===== src/rtl/tmsq_pkg.sv =====
// Shared constants and types of the tone melody sequencer.
`default_nettype none

package tmsq_pkg;

	localparam int TBL_DEPTH = 32;
	localparam int TBL_AW    = $clog2(TBL_DEPTH);

	localparam int FREQ_W = 12;
	localparam int DUR_W  = 16;
	localparam int IDX_W  = 5;
	localparam int RATE_W = 11;
	localparam int POS_W  = 5;

	// 131072 / freq needs 18 quotient bits (freq of one gives 2^17)
	localparam int QUO_W = 18;
	localparam int REM_W = FREQ_W;

	localparam logic [QUO_W-1:0] RATE_NUMER = 18'h20000;
	localparam logic [RATE_W:0]  RATE_BASE  = 12'd2048;

	localparam logic FUNC_TICK = 1'b0;
	localparam logic FUNC_LOAD = 1'b1;

	typedef struct packed {
		logic [FREQ_W-1:0] freq;
		logic [DUR_W-1:0]  dur;
	} entry_t;

	localparam int ENTRY_W = $bits(entry_t);

	typedef struct packed {
		logic busy;
		logic done;
	} div_status_t;

endpackage

`default_nettype wire


===== src/rtl/tmsq_cmd_if.sv =====
// Input channel of the sequencer: tick and table-load words.
`default_nettype none

interface tmsq_cmd_if import tmsq_pkg::*; ();
	logic              valid;
	logic              ready;
	logic              func;
	logic [IDX_W-1:0]  load_index;
	logic [FREQ_W-1:0] load_frequency;
	logic [DUR_W-1:0]  load_duration;

	modport source (output valid, func, load_index, load_frequency, load_duration,
		input ready);
	modport sink (input valid, func, load_index, load_frequency, load_duration,
		output ready);
endinterface

`default_nettype wire


===== src/rtl/tmsq_note_if.sv =====
// Output channel of the sequencer: one word per note start.
`default_nettype none

interface tmsq_note_if import tmsq_pkg::*; ();
	logic              valid;
	logic              ready;
	logic [RATE_W-1:0] tone_rate;
	logic              tone_on;
	logic [POS_W-1:0]  note_position;

	modport source (output valid, tone_rate, tone_on, note_position, input ready);
	modport sink (input valid, tone_rate, tone_on, note_position, output ready);
endinterface

`default_nettype wire


===== src/rtl/tmsq_ram.sv =====
// Generic single-write, single-read RAM with registered read data.
`default_nettype none

module tmsq_ram #(
	parameter int WIDTH = 8,
	parameter int DEPTH = 32
) (
	input  wire logic                     clk,
	input  wire logic                     we,
	input  wire logic [$clog2(DEPTH)-1:0] waddr,
	input  wire logic [WIDTH-1:0]         wdata,
	input  wire logic [$clog2(DEPTH)-1:0] raddr,
	output logic      [WIDTH-1:0]         rdata
);

	logic [WIDTH-1:0] mem_q [DEPTH];

	always_ff @(posedge clk) begin
		if (we) begin
			mem_q[waddr] <= wdata;
		end
		rdata <= mem_q[raddr];
	end

endmodule

`default_nettype wire


===== src/rtl/tmsq_div.sv =====
// Bit-serial restoring divider: 131072 / divisor, one quotient bit per cycle.
`default_nettype none

module tmsq_div import tmsq_pkg::*; (
	input  wire logic              clk,
	input  wire logic              arst_n,
	input  wire logic              start,
	input  wire logic [FREQ_W-1:0] divisor,
	output div_status_t            status,
	output logic      [QUO_W-1:0]  quotient
);

	localparam int CNT_W = $clog2(QUO_W);

	logic              busy_q;
	logic              done_q;
	logic [CNT_W-1:0]  cnt_q;
	logic [REM_W-1:0]  rem_q;
	logic [QUO_W-1:0]  dvd_q;
	logic [QUO_W-1:0]  quo_q;
	logic [FREQ_W-1:0] dsr_q;

	logic [REM_W:0]    trial;
	logic              fits;

	assign trial = {rem_q, dvd_q[QUO_W-1]};
	assign fits  = trial >= {1'b0, dsr_q};

	always_ff @(posedge clk or negedge arst_n) begin
		if (!arst_n) begin
			busy_q <= 1'b0;
			done_q <= 1'b0;
			cnt_q  <= '0;
			rem_q  <= '0;
			dvd_q  <= '0;
			quo_q  <= '0;
			dsr_q  <= '0;
		end else begin
			done_q <= 1'b0;
			if (start) begin
				busy_q <= 1'b1;
				cnt_q  <= '0;
				rem_q  <= '0;
				dvd_q  <= RATE_NUMER;
				quo_q  <= '0;
				dsr_q  <= divisor;
			end else if (busy_q) begin
				// remainder stays below the divisor, so it fits in REM_W bits
				rem_q <= fits ? REM_W'(trial - {1'b0, dsr_q}) : trial[REM_W-1:0];
				quo_q <= {quo_q[QUO_W-2:0], fits};
				dvd_q <= {dvd_q[QUO_W-2:0], 1'b0};
				cnt_q <= cnt_q + 1'b1;
				if (cnt_q == CNT_W'(QUO_W - 1)) begin
					busy_q <= 1'b0;
					done_q <= 1'b1;
				end
			end
		end
	end

	assign status.busy = busy_q;
	assign status.done = done_q;
	assign quotient    = quo_q;

endmodule

`default_nettype wire


===== src/rtl/tone_melody_sequencer_top.sv =====
// Tone melody sequencer: note table, countdown and rate word generation.
//
// Load words (func = 1) write one note table entry; an index at or beyond the table depth is
// dropped. A tick (func = 0) with a running countdown only decrements it. A tick that finds
// the countdown at zero starts the current note: the entry is read, the countdown reloads
// with its duration, the position advances (wrapping to 0 past the last entry or at a
// zero-frequency entry) and one word goes out with the rate 2048 - 131072/frequency,
// saturated at zero, tone_on set, or with rate and tone_on both zero for a zero frequency;
// note_position always carries the index of the note started. Such a tick holds the command
// side through table read, next-entry read, then the 18-step bit-serial divider, after which
// the word is registered. A zero-frequency note skips the divider. Either waits longer while
// an earlier word is still unread. The output register lets the next command in while a word
// waits. The table reads as all zero after reset through per-entry valid bits; no clearing
// pass.
`default_nettype none

module tone_melody_sequencer_top import tmsq_pkg::*; (
	input wire logic  clk,
	input wire logic  arst_n,
	tmsq_cmd_if.sink  cmd,
	tmsq_note_if.source note
);

	typedef enum logic [3:0] {
		S_IDLE = 4'b0001,
		S_CUR  = 4'b0010,
		S_NEXT = 4'b0100,
		S_DIV  = 4'b1000
	} state_t;

	state_t              state_q;
	logic [TBL_AW-1:0]   pos_q;
	logic [TBL_AW-1:0]   emit_pos_q;
	logic [DUR_W-1:0]    ticks_q;
	logic [FREQ_W-1:0]   cur_freq_q;
	logic                last_q;
	logic [TBL_DEPTH-1:0] valid_q;
	logic                rd_valid_q;
	logic                out_valid_q;
	logic [RATE_W-1:0]   out_rate_q;
	logic                out_on_q;
	logic [POS_W-1:0]    out_pos_q;

	logic                cmd_acc;
	logic                ram_we;
	logic [TBL_AW-1:0]   waddr;
	logic [TBL_AW-1:0]   raddr;
	entry_t              wr_entry;
	entry_t              ram_rdata;
	entry_t              rd_entry;
	logic                div_start;
	div_status_t         div_st;
	logic [QUO_W-1:0]    quotient;
	logic [RATE_W-1:0]   rate_word;
	logic                slot_free;
	logic                word_emit;

	assign cmd.ready = (state_q == S_IDLE);
	assign cmd_acc   = cmd.valid && cmd.ready;

	assign waddr          = TBL_AW'(cmd.load_index);
	assign wr_entry.freq  = cmd.load_frequency;
	assign wr_entry.dur   = cmd.load_duration;
	assign ram_we = cmd_acc && (cmd.func == FUNC_LOAD) && (32'(cmd.load_index) < TBL_DEPTH);

	// current entry while idle, the following one while the note starts
	assign raddr = (state_q == S_CUR) ? TBL_AW'(pos_q + 1'b1) : pos_q;

	tmsq_ram #(
		.WIDTH(ENTRY_W),
		.DEPTH(TBL_DEPTH)
	) u_table (
		.clk  (clk),
		.we   (ram_we),
		.waddr(waddr),
		.wdata(wr_entry),
		.raddr(raddr),
		.rdata(ram_rdata)
	);

	assign rd_entry = rd_valid_q ? ram_rdata : '0;

	assign div_start = (state_q == S_CUR) && (rd_entry.freq != '0);

	tmsq_div u_div (
		.clk     (clk),
		.arst_n  (arst_n),
		.start   (div_start),
		.divisor (rd_entry.freq),
		.status  (div_st),
		.quotient(quotient)
	);

	always_comb begin
		if (cur_freq_q == '0 || quotient >= QUO_W'(RATE_BASE)) begin
			rate_word = '0;
		end else begin
			rate_word = RATE_W'(RATE_BASE - quotient[RATE_W:0]);
		end
	end

	assign slot_free = !out_valid_q || note.ready;
	assign word_emit = (state_q == S_DIV) && !div_st.busy && slot_free;

	always_ff @(posedge clk or negedge arst_n) begin
		if (!arst_n) begin
			state_q     <= S_IDLE;
			pos_q       <= '0;
			emit_pos_q  <= '0;
			ticks_q     <= '0;
			cur_freq_q  <= '0;
			last_q      <= 1'b0;
			valid_q     <= '0;
			rd_valid_q  <= 1'b0;
			out_valid_q <= 1'b0;
			out_rate_q  <= '0;
			out_on_q    <= 1'b0;
			out_pos_q   <= '0;
		end else begin
			rd_valid_q <= valid_q[raddr];
			if (ram_we) begin
				valid_q[waddr] <= 1'b1;
			end
			// a new word may replace the one taken at this very edge
			if (word_emit) begin
				out_valid_q <= 1'b1;
			end else if (note.valid && note.ready) begin
				out_valid_q <= 1'b0;
			end
			case (state_q)
				S_IDLE: begin
					if (cmd_acc && cmd.func == FUNC_TICK) begin
						if (ticks_q != '0) begin
							ticks_q <= ticks_q - 1'b1;
						end else begin
							state_q <= S_CUR;
						end
					end
				end
				S_CUR: begin
					cur_freq_q <= rd_entry.freq;
					ticks_q    <= rd_entry.dur;
					emit_pos_q <= pos_q;
					last_q     <= (pos_q == TBL_AW'(TBL_DEPTH - 1));
					state_q    <= S_NEXT;
				end
				S_NEXT: begin
					if (last_q || rd_entry.freq == '0) begin
						pos_q <= '0;
					end else begin
						pos_q <= TBL_AW'(pos_q + 1'b1);
					end
					state_q <= S_DIV;
				end
				S_DIV: begin
					if (word_emit) begin
						out_rate_q  <= rate_word;
						out_on_q    <= (cur_freq_q != '0);
						out_pos_q   <= POS_W'(emit_pos_q);
						state_q     <= S_IDLE;
					end
				end
				default: begin
					state_q <= S_IDLE;
				end
			endcase
		end
	end

	assign note.valid         = out_valid_q;
	assign note.tone_rate     = out_rate_q;
	assign note.tone_on       = out_on_q;
	assign note.note_position = out_pos_q;

	// a silent note never carries a rate
	a_silent_zero_rate: assert property (@(posedge clk) disable iff (!arst_n)
		(note.valid && !note.tone_on) |-> (note.tone_rate == '0))
		else $error("silent note with nonzero rate");

	// divider finishes only while the sequencer waits for it
	a_div_done_state: assert property (@(posedge clk) disable iff (!arst_n)
		div_st.done |-> (state_q == S_DIV))
		else $error("divider finished outside wait state");

	// a counting tick takes exactly one off the countdown
	a_tick_decrement: assert property (@(posedge clk) disable iff (!arst_n)
		(cmd_acc && cmd.func == FUNC_TICK && ticks_q != '0)
		|=> (ticks_q == $past(ticks_q) - 1'b1) && (state_q == S_IDLE))
		else $error("countdown tick misbehaved");

	// a new word is never written over one that has not been taken
	a_no_overwrite: assert property (@(posedge clk) disable iff (!arst_n)
		(note.valid && !note.ready) |=> note.valid)
		else $error("pending output word dropped");

	// position never leaves the table
	a_pos_in_range: assert property (@(posedge clk) disable iff (!arst_n)
		32'(pos_q) < TBL_DEPTH)
		else $error("note position beyond table");

endmodule

`default_nettype wire


===== src/flat_wrapper.sv =====
// flat-port wrapper written by rule: the top's interface ports become plain ports
module tone_melody_sequencer_top_flat import tmsq_pkg::*;
  (clk, arst_n, cmd_valid, cmd_func, cmd_load_index, cmd_load_frequency, cmd_load_duration, cmd_ready, note_valid, note_tone_rate, note_tone_on, note_note_position, note_ready);
  tmsq_cmd_if cmd_i ();
  tmsq_note_if note_i ();
  input wire logic clk;
  input wire logic arst_n;
  input wire logic [$bits(cmd_i.valid)-1:0] cmd_valid;
  input wire logic [$bits(cmd_i.func)-1:0] cmd_func;
  input wire logic [$bits(cmd_i.load_index)-1:0] cmd_load_index;
  input wire logic [$bits(cmd_i.load_frequency)-1:0] cmd_load_frequency;
  input wire logic [$bits(cmd_i.load_duration)-1:0] cmd_load_duration;
  output wire logic [$bits(cmd_i.ready)-1:0] cmd_ready;
  output wire logic [$bits(note_i.valid)-1:0] note_valid;
  output wire logic [$bits(note_i.tone_rate)-1:0] note_tone_rate;
  output wire logic [$bits(note_i.tone_on)-1:0] note_tone_on;
  output wire logic [$bits(note_i.note_position)-1:0] note_note_position;
  input wire logic [$bits(note_i.ready)-1:0] note_ready;
  assign cmd_i.valid = cmd_valid;
  assign cmd_i.func = cmd_func;
  assign cmd_i.load_index = cmd_load_index;
  assign cmd_i.load_frequency = cmd_load_frequency;
  assign cmd_i.load_duration = cmd_load_duration;
  assign cmd_ready = cmd_i.ready;
  assign note_valid = note_i.valid;
  assign note_tone_rate = note_i.tone_rate;
  assign note_tone_on = note_i.tone_on;
  assign note_note_position = note_i.note_position;
  assign note_i.ready = note_ready;
  tone_melody_sequencer_top u_core (.clk(clk), .arst_n(arst_n), .cmd(cmd_i), .note(note_i));
endmodule

===== config.mk =====
export PLATFORM = sky130hd
export DESIGN_NAME = tone_melody_sequencer_top_flat
export DESIGN_NICKNAME = d
export VERILOG_FILES = /design/src/rtl/tmsq_pkg.sv /design/src/rtl/tmsq_cmd_if.sv /design/src/rtl/tmsq_note_if.sv /design/src/rtl/tmsq_ram.sv /design/src/rtl/tmsq_div.sv /design/src/rtl/tone_melody_sequencer_top.sv /design/src/flat_wrapper.sv
export SDC_FILE = /design/constraint.sdc
export NUM_CORES = 1
export LEC_CHECK = 0
export BUFFER_PORTS_ARGS = -buffer_cell sky130_fd_sc_hd__clkbuf_2
export CORE_AREA = 3 3 343 345
export DETAILED_ROUTE_END_ITERATION = 8
export DIE_AREA = 0 0 346 348
export PLACE_DENSITY_LB_ADDON = 0.08
export SYNTH_ARGS = -nofsm -noshare
export SYNTH_HDL_FRONTEND = slang
export SYNTH_SLANG_ARGS = --single-unit

===== constraint.sdc =====
create_clock -name clk -period 9.7 [get_ports clk]
set_clock_uncertainty 0.15 [all_clocks]
set_input_delay 0.485 -clock clk [delete_from_list [all_inputs] [get_ports clk]]
set_output_delay 0.485 -clock clk [all_outputs]
set_load 0.05 [all_outputs]

==> flow_summary_export.csv, run 1 <==
group,metric,value,unit
logic_synthesis,synth-main-ff-cell,"edfxtp_1",
clock_network,cts_buffers,115,
worst_setup_path,worst-r2r-setup-slack,4.77,ns
sta,rsz0062_at_grt,"false",
worst_setup_path,reg2regPathDepth,8,
logic_synthesis,synthXorXnorAreaFrac,0.00362,
routing,drtIter0Drc,2688,
sta,setup_viol,0,
sta,finalHoldViolations,0,
logic_synthesis,syn-num-nets,3404,
clock_network,cts.path.max_buffers,3,
layout,area_growth,12.7,%
layout,fin_area,51800,um^2
logic_synthesis,avgSynthCellArea,13.7,um^2
hold_path,hold_path.class,"input pin to register",
worst_setup_path,worst_path_max_delay_cell,"mux2_8",
power_and_ir_drop,p_per_area,184,nW/um^2
power_and_ir_drop,ir_drop,0.140,mV
worst_setup_path,cp_slowest_stage_delay,0.87,ns
logic_synthesis,synthTopCellsByArea,"edfxtp_1 (59%), mux2i_1 (8.0%), dfrtp_1 (7.7%)",
logic_synthesis,synth.distinct_cells,60,
floorplanning,coreArea,115000,um^2
clock_network,insertion_delay,0.71,ns
logic_synthesis,synth_area,45900,um^2
job,maxCapViolations,0,
sta,tns,0,ns
layout,nets,3420,
routing,via_per_inst,5.88,
sta,period_share,0.509,
logic_synthesis,synth-edff-count,896,
logic_synthesis,synthArstFlopShare,0.134,
clock_network,clkTransAtPathRegs,0.06,ns
clock_network,root_buffer,"clkbuf_16",
sta,maxSlewViolCount,0,
power_and_ir_drop,cellLeakagePower,17.2,nW
logic_synthesis,syn_inst,3346,
worst_setup_path,cp.depth,8,
floorplanning,dieArea,120000,um^2
routing,firstDrtPassIters,6,
worst_setup_path,worst_setup_path_end_kind,"register",
routing,wl_per_cell,28.5,um
floorplanning,start_util,0.401,
logic_synthesis,ys_warn_count,0,
logic_synthesis,synth_top_family_by_area,"simple AND/OR/NAND/NOR gates",
worst_setup_path,critPathRequiredTime,10.06,ns
logic_synthesis,synth_simple_gate_area_frac,0.111,
logic_synthesis,synth.largest_area_cell,"edfxtp_1",
placed_design,gp_congestion,0.801,
routing,vias,29286,
worst_setup_path,path_buf_inv,2,
logic_synthesis,synth_top_area_frac,0.586,
logic_synthesis,seq_area_frac_synth,0.676,
clock_network,cts_resized,0,
clock_network,cts_htree_levels,3,
sta,relSlewSlack,0.174,
routing,ant_nets,0,
layout,fin_cells,4978,
placed_design,placed_cells,4753,
worst_setup_path,crit_family,"simple AND/OR/NAND/NOR gates",
sta,tightestPinTransition,1.24,ns
worst_setup_path,path_class,"register to register",
routing,routed_wl,142000,um
worst_setup_path,path_cells,"or4b_2 > buf_4 > mux2_8 > buf_4 > o22ai_1 > nor3_1 > nor3_1 > nor4_1",
floorplanning,num_rows,124,
logic_synthesis,ys_seq_elements,1067,
logic_synthesis,synth-compound-area-share,0.0704,
logic_synthesis,synthAdderAreaFrac,0.00561,
run_status,status,"complete, no violations",
grt,grt_max_degree,175,
worst_setup_path,rr_endpoint,"u_core.u_table.rdata[1]",
worst_setup_path,start_kind,"register",
floorplanning,io_pins,57,
floorplanning,die_x,346,um
grt,grt_pass1_vias,29144,
clock_network,cts_tree,"built",
grt,grt-ovfl-total,0,
logic_synthesis,synth_mux_area_frac,0.111,
placed_design,placed_area,48100,um^2
sta,fin_crit,4.93,ns
grt,grt_pass1_wl,204000,um
grt,grtUsageTotal,0.232,
clock_network,clock_sinks,1067,
routing,route.detailed.drc,0,
worst_setup_path,crit_fanout,102,
worst_setup_path,endpoint,"u_core.u_table.rdata[1]",
worst_setup_path,r2r_start,"u_core.state_q[3]",
worst_setup_path,cp-startpoint,"u_core.state_q[3]",
worst_setup_path,critPathArrivalTime,5.30,ns
placed_design,hpwl,75500,um
placed_design,portBuffers,56,
grt,antenna_found_initial,19,
sta,max_clock_freq,203,MHz
floorplanning,die_h,348,um
layout,drive_above_1_share,0.146,
cell usage in the layout, fill, tap and decap left out, types with 64 or more instances in the layout:
master	count
edfxtp_1	896
nor2_1	400
mux2i_1	364
nor4_1	206
nor3_1	189
a22o_1	177
dfrtp_1	141
o22ai_1	121
mux2_2	119
clkbuf_16	115
nand2_1	91
o21ai_0	64
power breakdown:
part | total [mW] | leakage, nW | internal [mW] | switching [mW]
Sequential | 5.10 | 10.2 | 5.04 | 0.0551
Clock | 4.19 | 1.78 | 2.38 | 1.82
Combinational | 0.237 | 5.19 | 0.0782 | 0.159
Total | 9.53 | 17.2 | 7.50 | 2.03
how the worst min path moves through the flow:
stage                               start                     endpoint  slack, ns  cells after the start
floorplan                          arst_n         u_core.cur_freq_q[0]       0.04                      0
global placement       u_core.valid_q[10]           u_core.valid_q[10]       0.30                      1
detailed placement      u_core.valid_q[1]            u_core.valid_q[1]       0.30                      1
CTS                  cmd_load_duration[3]   u_core.u_table.mem_q[4][3]       0.18                      1
global route        cmd_load_duration[12]  u_core.u_table.mem_q[1][12]       0.25                      1
finish               cmd_load_duration[3]   u_core.u_table.mem_q[9][3]       0.24                      1
kinds of logic after synthesis:
kind of cell             count (synthesis)
flip-flops                            1067
AND/OR/NAND/NOR                       1047
AO/OA/AOI/OAI                          449
multiplexers                           489
XOR/XNOR                                19
buffers and inverters                  255
adder cells (fa/ha/maj)                 20
routing by layer:
layer	global-route usage	vias up	share of wire
met4	0.0689	20	0.030
met1	0.316	15097	0.43
met3	0.0529	251	0.074
met5	0	-	0.00097
li1	-	12970	-
met2	0.372	948	0.46
state kept, by name, indices dropped and copies added, names as in the netlist, 11 cells and up:
signal / count
u_core.note.tone_rate: 11
u_core.u_div.rem_q: 12
u_core.u_div.dsr_q: 12
u_core.u_table.mem_q: 896
u_core.u_table.rdata: 28
u_core.valid_q: 32
u_core.u_div.quotient: 18
u_core.ticks_q: 16
u_core.cur_freq_q: 12
cell usage after synthesis, drive strengths merged, types with 4 or more instances:
cell and instances:
edfxtp 896, nor2 434, mux2i 366, nor4 219, nor3 189, a22o 177
clkbuf 155, dfrtp 142, o22ai 121, mux2 120, nand2 94, buf 70
o21ai 64, or2 37, inv 29, dfxtp 28, a21oi 23, ha 19
nand3 18, a31oi 13, o2bb2ai 10, xor2 10, xnor2 9, and3 8
a211oi 7, nand2b 7, or3 7, nor2b 6, a22oi 5, and2 5
nor3b 5, or4 5, a21o 4, o211ai 4, o21a 4
metrics by stage:
step | hold WS [ns] | setup slack (ns) | power, mW | utilization
final | 0.237 | 4.77 | 9.53 | 0.452
after global routing | 0.247 | 4.55 | 9.84 | 0.452
after CTS | 0.184 | 4.76 | 9.63 | 0.452
after detailed placement | 0.302 | 4.76 | 5.42 | 0.420
after global placement | 0.302 | 4.79 | 5.41 | 0.420
after floorplan | 0.0394 | 4.93 | 5.28 | -
worst reg2reg max path, stage by stage, from the launching register on:
cell and delay [ns]:
dfrtp_1 0.44, or4b_2 0.68, buf_4 0.31, mux2_8 0.89, buf_4 0.93, o22ai_1 0.25
nor3_1 0.22, nor3_1 0.09, nor4_1 0.80
repair_timing:
action,4_1_cts,5_1_grt
buffers inserted,0,0
endpoints found under the hold margin,84,0
hold buffers,4,0
endpoints found under the setup margin,0,0
final cells by class:
class                   count  area (um^2)
multi-input cells        2024        14200
repair buffers            124          870
well taps                1512         1890
clock buffers             169         3300
flip-flops and latches   1067        31000
fillers                 10195        62700
clock inverters            48          330
diodes                      4         10.0
inverters                  30          113
No activity file was read; power rests on OpenSTA's default activity.
==> run 2: changes to the inputs <==
==> constraint.sdc (replaced) <==
create_clock -name clk -period 4.1 [get_ports clk]
set_clock_uncertainty 0.15 [all_clocks]
set_input_delay 0.205 -clock clk [delete_from_list [all_inputs] [get_ports clk]]
set_output_delay 0.205 -clock clk [all_outputs]
set_load 0.05 [all_outputs]
==> run 2 against run 1 <==
  * First-iteration DRC count is 7.7% lower
  * Critical endpoint is now u_core.u_table.rdata[10]
  * Utilization rose by 0.92 points
  * Critical path depth grew 1
  * Wire length down 1.4%
  * Combinational power rose to 2.5 times the previous value
  * Largest cell class unchanged
  * Worst hold slack got worse by 0.21 ns
  * Register-to-register slack worse by 4.4 ns
  * Sequential power increased by 140%
  * Non-clock buffer count grew 66
  * Total power is 140% higher
  * Count of clock-buffer cells in the layout shrank 13
  * Fmax increased by 32%
  * Critical path type unchanged
==> flow_summary_export.csv, run 2 (synthesized netlist as in run 1, its figures left out) <==
group,metric,value,unit
clock_network,cts_buffers,116,
layout,reg_top3,"u_core.u_table.mem_q: 896 flops, u_core.valid_q: 32 flops, u_core.u_table.rdata: 28 flops",
clock_network,cts.path.max_buffers,3,
clock_network,cts_tree,"built",
grt,antenna_found_initial,15,
sta,fin_crit,3.75,ns
routing,ant_nets,0,
sta,tightestPinTransition,1.14,ns
layout,final_cell_mix,"edfxtp_1 (896), nor2_1 (400), mux2i_1 (364)",
layout,area_growth,15.0,%
hold_path,hold_path.class,"input pin to register",
sta,tns,0,ns
worst_setup_path,crit_fanout,43,
floorplanning,coreArea,115000,um^2
clock_network,cts_htree_levels,3,
grt,grt_pass1_wl,203000,um
layout,final_core_util,0.461,
placed_design,place_ws,0.350,ns
placed_design,portBuffers,56,
floorplanning,die_h,348,um
routing,firstDrtPassIters,5,
worst_setup_path,critPathArrivalTime,4.18,ns
routing,routed_wl,140000,um
layout,multiInputGateArea,14200,um^2
sta,rsz0062_at_grt,"false",
worst_setup_path,crit_family,"simple AND/OR/NAND/NOR gates",
routing,vias,29505,
worst_setup_path,path_class,"register to register",
worst_setup_path,critPathRequiredTime,4.54,ns
worst_setup_path,worst_setup_path_end_kind,"register",
clock_network,cts_resized,0,
layout,ff_latch_area,31000,um^2
sta,period_share,0.914,
grt,grtUsageTotal,0.228,
job,maxCapViolations,0,
grt,grt-ovfl-total,0,
worst_setup_path,path_cells,"or4b_2 > buf_4 > mux2i_4 > buf_12 > buf_12 > nor2_1 > nor4_1 > nor3_1 > nor4_1",
routing,route.detailed.drc,0,
layout,largest_register,"u_core.u_table.mem_q",
routing,drtIter0Drc,2480,
worst_setup_path,path_buf_inv,3,
routing,wl_per_cell,27.7,um
layout,n_fill_cell,10206,
sta,max_clock_freq,267,MHz
worst_setup_path,cp.depth,9,
layout,final_common_cell,"edfxtp_1",
sta,worst_slack,0.354,ns
grt,grt_max_degree,139,
layout,drive_above_1_share,0.161,
placed_design,hpwl,81300,um
layout,nets,3487,
placed_design,gp_congestion,0.812,
sta,setup_viol,0,
sta,maxSlewViolCount,0,
clock_network,clock_sinks,1067,
worst_setup_path,cp_slowest_stage_delay,0.76,ns
worst_setup_path,start_kind,"register",
floorplanning,start_util,0.401,
floorplanning,num_rows,124,
worst_setup_path,reg2regPathDepth,9,
clock_network,clkTransAtPathRegs,0.06,ns
clock_network,insertion_delay,0.70,ns
hold_path,whs_path_depth,1,
power_and_ir_drop,ir_drop,0.316,mV
floorplanning,die_x,346,um
sta,relSlewSlack,0.242,
clock_network,root_buffer,"clkbuf_16",
layout,largest_reg_flops,896,
power_and_ir_drop,cellLeakagePower,17.7,nW
run_status,status,"complete, no violations",
floorplanning,dieArea,120000,um^2
worst_setup_path,worst_path_max_delay_cell,"or4b_2",
routing,via_per_inst,5.85,
floorplanning,io_pins,57,
grt,grt_pass1_vias,28985,
power_and_ir_drop,p_per_area,432,nW/um^2
sta,finalHoldViolations,0,
-- run 2: worst register-to-register path, stage by stage, from the launching register on --
cell	delay, ns
dfrtp_1	0.45
or4b_2	0.76
buf_4	0.23
mux2i_4	0.53
buf_12	0.36
buf_12	0.24
nor2_1	0.06
nor4_1	0.40
nor3_1	0.15
nor4_1	0.34
-- run 2: repair_timing --
item | 4_1_cts | 5_1_grt
hold buffers | 8 | 0
setup buffers | 0 | 0
endpoints found under the hold margin | 182 | 0
-- run 2: worst paths after layout --
kind | from | to | slack (ns)
min | cmd_load_frequency[8] | u_core.u_table.mem_q[2][24] | 0.02
max in group asynchronous | arst_n | u_core.pos_q[0] | 2.92
max reg2reg | u_core.state_q[3] | u_core.u_table.rdata[10] | 0.35
min reg2reg | u_core.valid_q[19] | u_core.valid_q[19] | 0.31
min in group asynchronous | arst_n | u_core.state_q[0] | 0.46
max | u_core.state_q[3] | u_core.u_table.rdata[10] | 0.35
-- run 2: metrics by stage --
stage | hold WS (ns) | std cells | area [um^2] | total power, mW
finish | 0.0235 | 5040 | 52800 | 22.8
global route | 0.0508 | 5036 | 52800 | 23.6
CTS | 0.00238 | 5036 | 52800 | 23.1
detailed placement | 0.141 | 4815 | 49000 | 12.9
global placement | 0.126 | 4815 | 49000 | 12.8
floorplan | -0.241 | 3346 | 45900 | 12.5
-- run 2: layout make-up --
class                   count  share of cell area
diodes                      4            0.000190
clock buffers             156              0.0603
clock inverters            57             0.00969
inverters                  30             0.00213
multi-input cells        2024               0.269
flip-flops and latches   1067               0.588
well taps                1512              0.0358
repair buffers            190              0.0351
-- run 2: layer usage --
metal  wire (um)  up-vias  part of all wire  GRT usage
li1            -    13119                 -          -
met2       65100      947              0.47      0.368
met1       62400    15227              0.45      0.321
met5          87        -           0.00062          0
met4        3620       14             0.026     0.0594
met3        8480      198             0.061     0.0384
-- run 2: power by group --
group / switching, mW / internal [mW]
registers: 0.136 / 11.9
logic: 0.403 / 0.195
clock network: 4.26 / 5.92
